`src/design/crt_pkg.sv`:
```
package crt_pkg;

  // fixed field widths of the command and result beats
  localparam int unsigned CMD_W     = 2;
  localparam int unsigned STATUS_W  = 3;
  localparam int unsigned MEMBERS_W = 5;

  typedef enum logic [CMD_W-1:0] {
    CMD_REG    = 2'd0,
    CMD_PASS   = 2'd1,
    CMD_REMOVE = 2'd2,
    CMD_VIEW   = 2'd3
  } cmd_t;

  typedef enum logic [STATUS_W-1:0] {
    ST_OK       = 3'd0,
    ST_EMPTY    = 3'd1,
    ST_NOTFOUND = 3'd2,
    ST_DUP      = 3'd3,
    ST_FULL     = 3'd4
  } status_t;

  // control part of the probe token that walks along the cell row
  typedef struct packed {
    logic active;
    logic link_mode;   // compare the link field instead of the key
    logic hit;
    logic free_seen;
  } tok_ctl_t;

  // write strobes broadcast to all cells
  typedef struct packed {
    logic we_key;
    logic we_link;
    logic set_valid;
    logic clr_valid;
  } wr_ctl_t;

endpackage

```
`src/design/crt_cell.sv`:
```
module crt_cell #(
  parameter int unsigned ENTRIES  = 16,
  parameter int unsigned KEY_BITS = 16,
  parameter int unsigned SLOT     = 0,
  localparam int unsigned SW      = $clog2(ENTRIES)
) (
  input  logic                 clk,
  input  logic                 rst_n,
  input  crt_pkg::wr_ctl_t     wr_ctl,
  input  logic [SW-1:0]        wr_slot,
  input  logic [KEY_BITS-1:0]  wr_key,
  input  logic [SW-1:0]        wr_link,
  input  crt_pkg::tok_ctl_t    tok_ctl_i,
  input  logic [KEY_BITS-1:0]  probe_key_i,
  input  logic [SW-1:0]        probe_link_i,
  input  logic [SW-1:0]        hit_slot_i,
  input  logic [SW-1:0]        free_slot_i,
  output crt_pkg::tok_ctl_t    tok_ctl_o,
  output logic [KEY_BITS-1:0]  probe_key_o,
  output logic [SW-1:0]        probe_link_o,
  output logic [SW-1:0]        hit_slot_o,
  output logic [SW-1:0]        free_slot_o,
  output logic [KEY_BITS-1:0]  key_o,
  output logic [SW-1:0]        link_o
);
  import crt_pkg::*;

  localparam logic [SW-1:0] MY_SLOT = SW'(SLOT);

  logic [KEY_BITS-1:0] key_r;
  logic [SW-1:0]       link_r;
  logic                valid_r;
  tok_ctl_t            tok_ctl_r;
  tok_ctl_t            tok_ctl_nxt;
  logic [KEY_BITS-1:0] probe_key_r;
  logic [SW-1:0]       probe_link_r;
  logic [SW-1:0]       hit_slot_r;
  logic [SW-1:0]       hit_slot_nxt;
  logic [SW-1:0]       free_slot_r;
  logic [SW-1:0]       free_slot_nxt;
  logic                sel;
  logic                match;

  assign sel = (wr_slot == MY_SLOT);

  // local compare against the passing token
  assign match = valid_r && (tok_ctl_i.link_mode ? (link_r == probe_link_i)
                                                 : (key_r == probe_key_i));

  always_comb begin
    tok_ctl_nxt           = tok_ctl_i;
    tok_ctl_nxt.hit       = tok_ctl_i.hit | match;
    tok_ctl_nxt.free_seen = tok_ctl_i.free_seen | ~valid_r;
    hit_slot_nxt          = tok_ctl_i.hit ? hit_slot_i : MY_SLOT;
    free_slot_nxt         = tok_ctl_i.free_seen ? free_slot_i : MY_SLOT;
  end

  // slot contents
  always_ff @(posedge clk) begin
    if (!rst_n) begin
      valid_r <= 1'b0;
    end else if (sel && wr_ctl.set_valid) begin
      valid_r <= 1'b1;
    end else if (sel && wr_ctl.clr_valid) begin
      valid_r <= 1'b0;
    end
    if (sel && wr_ctl.we_key) begin
      key_r <= wr_key;
    end
    if (sel && wr_ctl.we_link) begin
      link_r <= wr_link;
    end
  end

  // token stage toward the next cell
  always_ff @(posedge clk) begin
    if (!rst_n) begin
      tok_ctl_r <= '0;
    end else begin
      tok_ctl_r <= tok_ctl_nxt;
    end
    probe_key_r  <= probe_key_i;
    probe_link_r <= probe_link_i;
    hit_slot_r   <= hit_slot_nxt;
    free_slot_r  <= free_slot_nxt;
  end

  assign tok_ctl_o    = tok_ctl_r;
  assign probe_key_o  = probe_key_r;
  assign probe_link_o = probe_link_r;
  assign hit_slot_o   = hit_slot_r;
  assign free_slot_o  = free_slot_r;
  assign key_o        = key_r;
  assign link_o       = link_r;

endmodule

```
`src/design/circular_rotation_table.sv`:
```
// Round-robin ring of up to ENTRIES keyed members, kept in insertion order.
// Input stream: one beat per command (register, pass, remove, view) with a key.
// Output stream: one result beat per command, ENTRIES-bounded run of beats for
// a view of a non-empty ring; out_tlast marks the final beat of each command.
// Each slot lives in a cell of a row; a probe token walks the row one cell per
// cycle to find a key, the lowest free slot or the predecessor of a slot.
// Steps per command: pass moves the turn to its successor and reports that
// key; pass, remove and view on an empty ring are answered without a walk;
// register takes one walk of the row, plus a link step when the new
// member is linked behind the tail; remove takes one walk when the key is
// absent or the member is the last one, else a key walk, then a predecessor
// walk, a link step and a clear step; a view sends one beat per cycle while
// the receiver takes them.
// Only one command is worked on at a time, so the row walks set the cycles per
// command; in_tready rises again once the last result beat sits in the output
// register, so a new command is taken while that beat still waits.
// When the receiver stalls, the output register holds its beat, a view pauses
// and other commands wait with their result. Reset empties the ring at once
// (valid bits clear), no sweep.
module circular_rotation_table #(
  parameter int unsigned ENTRIES  = 16,
  parameter int unsigned KEY_BITS = 16,
  localparam int unsigned IN_W    = ((crt_pkg::CMD_W + KEY_BITS + 7) / 8) * 8,
  localparam int unsigned OUT_W   =
    ((crt_pkg::STATUS_W + KEY_BITS + crt_pkg::MEMBERS_W + 7) / 8) * 8
) (
  input  logic             clk,
  input  logic             rst_n,
  input  logic             in_tvalid,
  output logic             in_tready,
  input  logic [IN_W-1:0]  in_tdata,   // cmd, member_key
  output logic             out_tvalid,
  input  logic             out_tready,
  output logic [OUT_W-1:0] out_tdata,  // status, reported_key, members
  output logic             out_tlast
);
  import crt_pkg::*;

  localparam int unsigned SW = $clog2(ENTRIES);
  localparam int unsigned CW = $clog2(ENTRIES + 1);

  typedef enum logic [3:0] {
    S_IDLE, S_SEARCH, S_REG_LINK, S_RM_LINK, S_RM_CLR,
    S_PASS, S_PASS_KEY, S_VIEW, S_EMIT
  } state_t;

  state_t              state_r, state_nxt;
  cmd_t                cmd_r, cmd_nxt;
  status_t             res_status_r, res_status_nxt;
  logic [KEY_BITS-1:0] res_key_r, res_key_nxt;
  logic [SW-1:0]       head_r, head_nxt;
  logic [SW-1:0]       tail_r, tail_nxt;
  logic [SW-1:0]       turn_r, turn_nxt;
  logic [CW-1:0]       count_r, count_nxt;
  logic [SW-1:0]       rd_slot_r, rd_slot_nxt;
  logic [SW-1:0]       aux_slot_r, aux_slot_nxt;
  logic [CW-1:0]       walk_r, walk_nxt;
  tok_ctl_t            launch_r, launch_nxt;
  logic [KEY_BITS-1:0] probe_key_r, probe_key_nxt;
  logic [SW-1:0]       probe_link_r, probe_link_nxt;
  logic                out_tvalid_r, out_tvalid_nxt;
  status_t             out_status_r, out_status_nxt;
  logic [KEY_BITS-1:0] out_key_r, out_key_nxt;
  logic [MEMBERS_W-1:0] out_members_r, out_members_nxt;
  logic                out_last_r, out_last_nxt;

  cmd_t                in_cmd;
  logic [KEY_BITS-1:0] in_key;
  logic                can_emit;
  logic                view_last;

  wr_ctl_t             wr_ctl;
  logic [SW-1:0]       wr_slot;
  logic [KEY_BITS-1:0] wr_key;
  logic [SW-1:0]       wr_link;

  tok_ctl_t            tok_ctl   [ENTRIES+1];
  logic [KEY_BITS-1:0] tok_key   [ENTRIES+1];
  logic [SW-1:0]       tok_link  [ENTRIES+1];
  logic [SW-1:0]       tok_hit   [ENTRIES+1];
  logic [SW-1:0]       tok_free  [ENTRIES+1];
  logic [KEY_BITS-1:0] cell_key  [ENTRIES];
  logic [SW-1:0]       cell_link [ENTRIES];
  logic [KEY_BITS-1:0] key_rd;
  logic [SW-1:0]       link_rd;

  assign in_cmd = cmd_t'(in_tdata[CMD_W-1:0]);
  assign in_key = in_tdata[CMD_W +: KEY_BITS];

  // token entry at the head of the row
  assign tok_ctl[0]  = launch_r;
  assign tok_key[0]  = probe_key_r;
  assign tok_link[0] = probe_link_r;
  assign tok_hit[0]  = '0;
  assign tok_free[0] = '0;

  // row of slot cells
  for (genvar i = 0; i < ENTRIES; i++) begin : g_cell
    crt_cell #(
      .ENTRIES  (ENTRIES),
      .KEY_BITS (KEY_BITS),
      .SLOT     (i)
    ) u_cell (
      .clk          (clk),
      .rst_n        (rst_n),
      .wr_ctl       (wr_ctl),
      .wr_slot      (wr_slot),
      .wr_key       (wr_key),
      .wr_link      (wr_link),
      .tok_ctl_i    (tok_ctl[i]),
      .probe_key_i  (tok_key[i]),
      .probe_link_i (tok_link[i]),
      .hit_slot_i   (tok_hit[i]),
      .free_slot_i  (tok_free[i]),
      .tok_ctl_o    (tok_ctl[i+1]),
      .probe_key_o  (tok_key[i+1]),
      .probe_link_o (tok_link[i+1]),
      .hit_slot_o   (tok_hit[i+1]),
      .free_slot_o  (tok_free[i+1]),
      .key_o        (cell_key[i]),
      .link_o       (cell_link[i])
    );
  end

  // single read port over the row
  assign key_rd  = cell_key[rd_slot_r];
  assign link_rd = cell_link[rd_slot_r];

  assign can_emit  = !out_tvalid_r || out_tready;
  assign view_last = (walk_r == count_r - CW'(1));

  // command sequencer
  always_comb begin
    state_nxt       = state_r;
    cmd_nxt         = cmd_r;
    res_status_nxt  = res_status_r;
    res_key_nxt     = res_key_r;
    head_nxt        = head_r;
    tail_nxt        = tail_r;
    turn_nxt        = turn_r;
    count_nxt       = count_r;
    rd_slot_nxt     = rd_slot_r;
    aux_slot_nxt    = aux_slot_r;
    walk_nxt        = walk_r;
    launch_nxt      = '0;
    probe_key_nxt   = probe_key_r;
    probe_link_nxt  = probe_link_r;
    out_tvalid_nxt  = out_tvalid_r && !out_tready;
    out_status_nxt  = out_status_r;
    out_key_nxt     = out_key_r;
    out_members_nxt = out_members_r;
    out_last_nxt    = out_last_r;
    wr_ctl          = '0;
    wr_slot         = rd_slot_r;
    wr_key          = res_key_r;
    wr_link         = link_rd;

    case (state_r)
      S_IDLE: begin
        if (in_tvalid) begin
          cmd_nxt        = in_cmd;
          res_key_nxt    = in_key;
          res_status_nxt = ST_OK;
          probe_key_nxt  = in_key;
          case (in_cmd)
            CMD_REG: begin
              launch_nxt.active = 1'b1;
              state_nxt         = S_SEARCH;
            end
            CMD_PASS: begin
              if (count_r == '0) begin
                res_status_nxt = ST_EMPTY;
                res_key_nxt    = '0;
                state_nxt      = S_EMIT;
              end else begin
                rd_slot_nxt = turn_r;
                state_nxt   = S_PASS;
              end
            end
            CMD_REMOVE: begin
              if (count_r == '0) begin
                res_status_nxt = ST_EMPTY;
                state_nxt      = S_EMIT;
              end else begin
                launch_nxt.active = 1'b1;
                state_nxt         = S_SEARCH;
              end
            end
            default: begin
              if (count_r == '0) begin
                res_status_nxt = ST_EMPTY;
                res_key_nxt    = '0;
                state_nxt      = S_EMIT;
              end else begin
                rd_slot_nxt = turn_r;
                walk_nxt    = '0;
                state_nxt   = S_VIEW;
              end
            end
          endcase
        end
      end

      S_SEARCH: begin
        if (tok_ctl[ENTRIES].active) begin
          if (cmd_r == CMD_REG) begin
            if (tok_ctl[ENTRIES].hit) begin
              res_status_nxt = ST_DUP;
              state_nxt      = S_EMIT;
            end else if (count_r >= CW'(ENTRIES)) begin
              res_status_nxt = ST_FULL;
              state_nxt      = S_EMIT;
            end else begin
              // new slot closes onto the head, or onto itself when alone
              wr_ctl.we_key    = 1'b1;
              wr_ctl.we_link   = 1'b1;
              wr_ctl.set_valid = 1'b1;
              wr_slot          = tok_free[ENTRIES];
              wr_link          = (count_r == '0) ? tok_free[ENTRIES] : head_r;
              count_nxt        = count_r + CW'(1);
              aux_slot_nxt     = tok_free[ENTRIES];
              if (count_r == '0) begin
                head_nxt  = tok_free[ENTRIES];
                tail_nxt  = tok_free[ENTRIES];
                turn_nxt  = tok_free[ENTRIES];
                state_nxt = S_EMIT;
              end else begin
                state_nxt = S_REG_LINK;
              end
            end
          end else if (!tok_ctl[ENTRIES].link_mode) begin
            if (!tok_ctl[ENTRIES].hit) begin
              res_status_nxt = ST_NOTFOUND;
              state_nxt      = S_EMIT;
            end else if (count_r == CW'(1)) begin
              wr_ctl.clr_valid = 1'b1;
              wr_slot          = tok_hit[ENTRIES];
              head_nxt         = '0;
              tail_nxt         = '0;
              turn_nxt         = '0;
              count_nxt        = '0;
              state_nxt        = S_EMIT;
            end else begin
              // second walk looks for the slot linking to the victim
              rd_slot_nxt          = tok_hit[ENTRIES];
              probe_link_nxt       = tok_hit[ENTRIES];
              launch_nxt.active    = 1'b1;
              launch_nxt.link_mode = 1'b1;
            end
          end else begin
            aux_slot_nxt = tok_hit[ENTRIES];
            state_nxt    = S_RM_LINK;
          end
        end
      end

      S_REG_LINK: begin
        wr_ctl.we_link = 1'b1;
        wr_slot        = tail_r;
        wr_link        = aux_slot_r;
        tail_nxt       = aux_slot_r;
        state_nxt      = S_EMIT;
      end

      S_RM_LINK: begin
        // predecessor skips the victim; rd_slot_r points at the victim
        wr_ctl.we_link = 1'b1;
        wr_slot        = aux_slot_r;
        wr_link        = link_rd;
        if (rd_slot_r == head_r) begin
          head_nxt = link_rd;
        end
        if (rd_slot_r == tail_r) begin
          tail_nxt = aux_slot_r;
        end
        if (rd_slot_r == turn_r) begin
          turn_nxt = link_rd;
        end
        state_nxt = S_RM_CLR;
      end

      S_RM_CLR: begin
        wr_ctl.clr_valid = 1'b1;
        wr_slot          = rd_slot_r;
        count_nxt        = count_r - CW'(1);
        state_nxt        = S_EMIT;
      end

      S_PASS: begin
        turn_nxt    = link_rd;
        rd_slot_nxt = link_rd;
        state_nxt   = S_PASS_KEY;
      end

      S_PASS_KEY: begin
        res_key_nxt = key_rd;
        state_nxt   = S_EMIT;
      end

      S_VIEW: begin
        if (can_emit) begin
          out_tvalid_nxt  = 1'b1;
          out_status_nxt  = ST_OK;
          out_key_nxt     = key_rd;
          out_members_nxt = MEMBERS_W'(count_r);
          out_last_nxt    = view_last;
          rd_slot_nxt     = link_rd;
          walk_nxt        = walk_r + CW'(1);
          if (view_last) begin
            state_nxt = S_IDLE;
          end
        end
      end

      S_EMIT: begin
        if (can_emit) begin
          out_tvalid_nxt  = 1'b1;
          out_status_nxt  = res_status_r;
          out_key_nxt     = res_key_r;
          out_members_nxt = MEMBERS_W'(count_r);
          out_last_nxt    = 1'b1;
          state_nxt       = S_IDLE;
        end
      end

      default: begin
        state_nxt = S_IDLE;
      end
    endcase
  end

  // state and registered outputs
  always_ff @(posedge clk) begin
    if (!rst_n) begin
      state_r      <= S_IDLE;
      head_r       <= '0;
      tail_r       <= '0;
      turn_r       <= '0;
      count_r      <= '0;
      launch_r     <= '0;
      out_tvalid_r <= 1'b0;
    end else begin
      state_r      <= state_nxt;
      head_r       <= head_nxt;
      tail_r       <= tail_nxt;
      turn_r       <= turn_nxt;
      count_r      <= count_nxt;
      launch_r     <= launch_nxt;
      out_tvalid_r <= out_tvalid_nxt;
    end
    cmd_r         <= cmd_nxt;
    res_status_r  <= res_status_nxt;
    res_key_r     <= res_key_nxt;
    rd_slot_r     <= rd_slot_nxt;
    aux_slot_r    <= aux_slot_nxt;
    walk_r        <= walk_nxt;
    probe_key_r   <= probe_key_nxt;
    probe_link_r  <= probe_link_nxt;
    out_status_r  <= out_status_nxt;
    out_key_r     <= out_key_nxt;
    out_members_r <= out_members_nxt;
    out_last_r    <= out_last_nxt;
  end

  assign in_tready  = (state_r == S_IDLE);
  assign out_tvalid = out_tvalid_r;
  assign out_tdata  = OUT_W'({out_members_r, out_key_r, out_status_r});
  assign out_tlast  = out_last_r;

endmodule

```
`config.mk`:
```
export PLATFORM = sky130hd
export DESIGN_NAME = circular_rotation_table
export DESIGN_NICKNAME = d
export VERILOG_FILES = /design/src/design/crt_pkg.sv /design/src/design/crt_cell.sv /design/src/design/circular_rotation_table.sv
export SDC_FILE = /design/constraint.sdc
export NUM_CORES = 1
export LEC_CHECK = 0
export BUFFER_PORTS_ARGS = -buffer_cell sky130_fd_sc_hd__buf_2
export CORE_ASPECT_RATIO = 1.2
export CORE_MARGIN = 2
export CORE_UTILIZATION = 33
export CTS_CLUSTER_DIAMETER = 150
export CTS_CLUSTER_SIZE = 25
export DETAILED_ROUTE_END_ITERATION = 6
export PLACE_DENSITY = 0.58
export SLEW_MARGIN = 25
export SYNTH_ARGS = -nofsm -noshare
export SYNTH_HDL_FRONTEND = slang
export SYNTH_HIERARCHICAL = 1
export SYNTH_SLANG_ARGS = --single-unit
```
`constraint.sdc`:
```
create_clock -name clk -period 5.57 [get_ports clk]
set_input_delay 1.671 -clock clk [delete_from_list [all_inputs] [get_ports clk]]
set_output_delay 1.671 -clock clk [all_outputs]
set_load 0.02 [all_outputs]
```
==> impl.org <==
** Drt
- After detailed routing, the average wire length per cell comes to 21.01 um.
- Residual antenna-violating net count after detailed routing :: 0
- After detailed routing, the number of remaining DRC violations is 0.
- First DRT Iteration DRCs :: 1298
- Vias per std cell :: 4.810
- Drt pass-1 iters :: 5
- Wires add up to 79780 um.
- Detailed-route via count :: 18260

** Worst setup path
- The worst setup path is launched from a flop.
- For the worst flop-to-flop path, the logic depth is 7.
- By startpoint and endpoint, the worst setup path is classified as reg -> reg.
- Startpoint of the most critical register-to-register path :: cmd_r[1]
- Setup slack on the worst reg-to-reg path comes out at 1.16 ns.
- STA puts the critical path data arrival time at 4.61 ns.
- STA puts the critical path data required time at 5.78 ns.
- Critical path fanouts, max :: 16
- The endpoint identified for the worst register-to-register timing path is g_cell[1].u_cell/key_o[0].
- STA classifies the critical path endpoint as a flop.

** Clock tree
- Clock tree from TritonCTS :: built
- After clock tree synthesis, the repair step resized 0 gates.
- The clock passes through at most 3 buffers.
- Counting every sink on the clock net gives 930.
- For the worst-skew pair, the clock arrives at the later sink with an insertion delay of 0.63 ns.
- The cell sitting at the root of the clock tree is a clkbuf_16.
- After clock tree synthesis, the flow added hold-fix buffers numbering 0.
- Clock buffers created by TritonCTS :: 43
- H-tree levels :: 2
- Setup fix buffers added after clock tree synthesis :: 0
- Clock input transition at the sequential cells of the worst setup and hold paths :: 0.11 ns

** Placed design
- Count of input and output buffers :: 48
- Placed insts :: 3716
- Gp weighted congestion :: 0.8595
- Detailed placement ended at an HPWL of 58940 um.

** Worst hold path
- The startpoint identified for the worst hold timing path is g_cell[0].u_cell/probe_key_o[0].
- The worst hold path passes through 0 cells.
- The path with the worst hold slack has its endpoint at g_cell[1].u_cell/probe_key_o[0].
- Classification of the worst-slack hold path :: reg -> reg

** Global route
- Number of antenna violations at the first check in global routing :: 2
- Total GRT Usage :: 0.1519
- First-pass GRT wire length :: 119800 um
- Summed over all layers, the global routing overflow is 0.
- Entering global routing, the biggest net connects 58 pins.
- The via count of the first global-routing pass came to 19290.

** Timing
- Static timing analysis puts the maximum clock frequency at 0.2269 GHz.
- Actual transition at the worst max-transition pin :: 1.048 ns
- Setup repair after global routing left no endpoint under its margin.
- The number of slew-limit violations in the final report came to 0.
- The clock period could shrink to 4.407 ns.
- Setup violations remaining at the end of the flow were counted as 0.
- Final setup TNS :: 0 ns
- Final number of hold-violating endpoints :: 0
- Headroom to the max-slew limit :: 0.3011
- Part of the cycle the worst path needs :: 0.7912
- Final setup skew :: 0.05361 ns

** Synth
- The average instance in the mapped netlist occupies 14.53 um^2.
- The synthesized netlist occupies a cell area of 0.03367 mm^2.
- The cell count after synthesis came out at 2317.
- For this run, the number of Yosys warnings is 6.

** Floorplan
- I/O pin cnt :: 55
- For this configuration, the core starts out at a cell density of 0.3321.
- Width of the die :: 295.6 um
- Core Footprint :: 0.1014 mm^2
- The floorplan step defined a die boundary enclosing 0.1046 mm^2.
- The die is 353.9 um tall.
- Placement row count :: 128

** Cells and area
- Layout overhead on the synthesized area :: 9.596%
- The number of antenna diodes in the final layout is 0.
- The finished layout holds 3797 standard cells, fillers aside.
- For this run, the share of the core covered by cells in the final layout is 0.3640.
- Layout cells sized above 1 :: 0.1250
- The net count of the finished layout is 2429.

** Job
- Max-cap violations in this run came to 0.

** Power and ir drop
- Dividing total power by cell area gives a power density of 422.8 mW/mm^2.
- In this run the static leakage power is 0.01263 uW.
- Max rail drop VDD :: 312.7 uV
- PnR Total Power :: 15600 uW

** Run status
- The flow ran to the end, and the final reports show no timing, DRC or antenna violations.
==> stage by stage <==
step | worst slack [ns] | hold WS (ns) | area, um^2
after global placement | 1.373 | 0.3531 | 35610
final | 1.163 | 0.3430 | 36900
after global routing | 0.9122 | 0.3431 | 36900
after floorplan | 2.181 | 0.3489 | 33730
after CTS | 1.242 | 0.3417 | 36880
after detailed placement | 1.317 | 0.3539 | 35610
==> placed cells by master (no fill, tap or decap), types with 4 or more instances in the layout <==
cell,instances
nor3_1,46
and2_2,5
xnor2_1,80
clkbuf_1,33
a31oi_1,7
edfxtp_1,399
dfxtp_1,531
mux2_2,19
o21a_1,6
nand2_1,103
and4b_1,4
o21ai_0,37
conb_1,18
and4bb_2,7
mux4_2,80
inv_1,25
mux2i_1,34
buf_4,29
nor4_2,50
nor2_1,47
a22oi_1,20
a21boi_0,19
nor2b_1,20
a21oi_1,45
nor3b_1,5
ha_1,4
xor2_1,263
o221ai_1,7
nand4_1,17
a32oi_1,31
nand3_1,29
clkbuf_16,44
nor4b_2,7
o21ai_1,36
and3_1,18
buf_2,47
nand2b_1,75
and2_1,130
==> registers in the layout, indices dropped and copies added (netlist names), 3 cells and up <==
signal,flops
g_cell.u_cell/key_o,256
g_cell.u_cell/probe_key_o,240
g_cell.u_cell/free_slot_o,64
g_cell.u_cell/hit_slot_o,64
g_cell.u_cell/link_o,64
g_cell.u_cell/tok_ctl_o,63
g_cell.u_cell/probe_link_o,60
g_cell.u_cell/valid_r,16
out_key_r,16
probe_key_r,16
res_key_r,16
count_r,5
out_members_r,5
walk_r,5
aux_slot_r,4
head_r,4
probe_link_r,4
rd_slot_r,4
state_r,4
tail_r,4
turn_r,4
out_status_r,3
res_status_r,3
==> worst max-delay path, stage by stage (launching register included) <==
cell	delay, ns
edfxtp_1	0.47
or2_0	0.53
a31oi_2	0.68
nand2_1	0.12
a21oi_1	0.18
o22a_1	0.63
nor4b_2	0.49
and2_1	0.85
==> metal layers <==
layer | wire length [um] | global-route usage | up-vias
met2 | 40930 | 0.2724 | 449
met3 | 3512 | 0.02072 | 116
met5 | 19 | 0 | -
met1 | 32450 | 0.1858 | 9213
met4 | 2867 | 0.05208 | 2
li1 | - | - | 8482
==> power by group <==
part	leakage, uW	internal [uW]	total, uW	switching, uW
clock network	0.000602	1530	3620	2090
logic	0.00402	1230	3240	2010
registers	0.00801	8100	8740	640
==> how the worst max path moves through the flow <==
stage,depth (start not counted),slack [ns],start,end
floorplan,2,2.18,in_tvalid,res_key_r[0]
global placement,7,1.37,cmd_r[1],g_cell[2].u_cell/key_o[7]
detailed placement,7,1.32,cmd_r[1],g_cell[2].u_cell/key_o[12]
CTS,7,1.24,cmd_r[1],g_cell[1].u_cell/key_o[0]
global route,7,0.91,cmd_r[1],g_cell[1].u_cell/key_o[0]
finish,7,1.16,cmd_r[1],g_cell[1].u_cell/key_o[0]
==> layout make-up <==
| cell class | count | area (um^2) |
|---|---|---|
| Timing Repair Buffer | 77 | 464.2 |
| Multi-Input combinational cell | 1319 | 10750 |
| Sequential cell | 930 | 22610 |
| Tap cell | 1365 | 1708 |
| Inverter | 26 | 97.59 |
| Clock inverter | 3 | 45.04 |
| Clock buffer | 77 | 1225 |
| Fill cell | 9576 | 64480 |
Power figures use the tool's default switching activity.
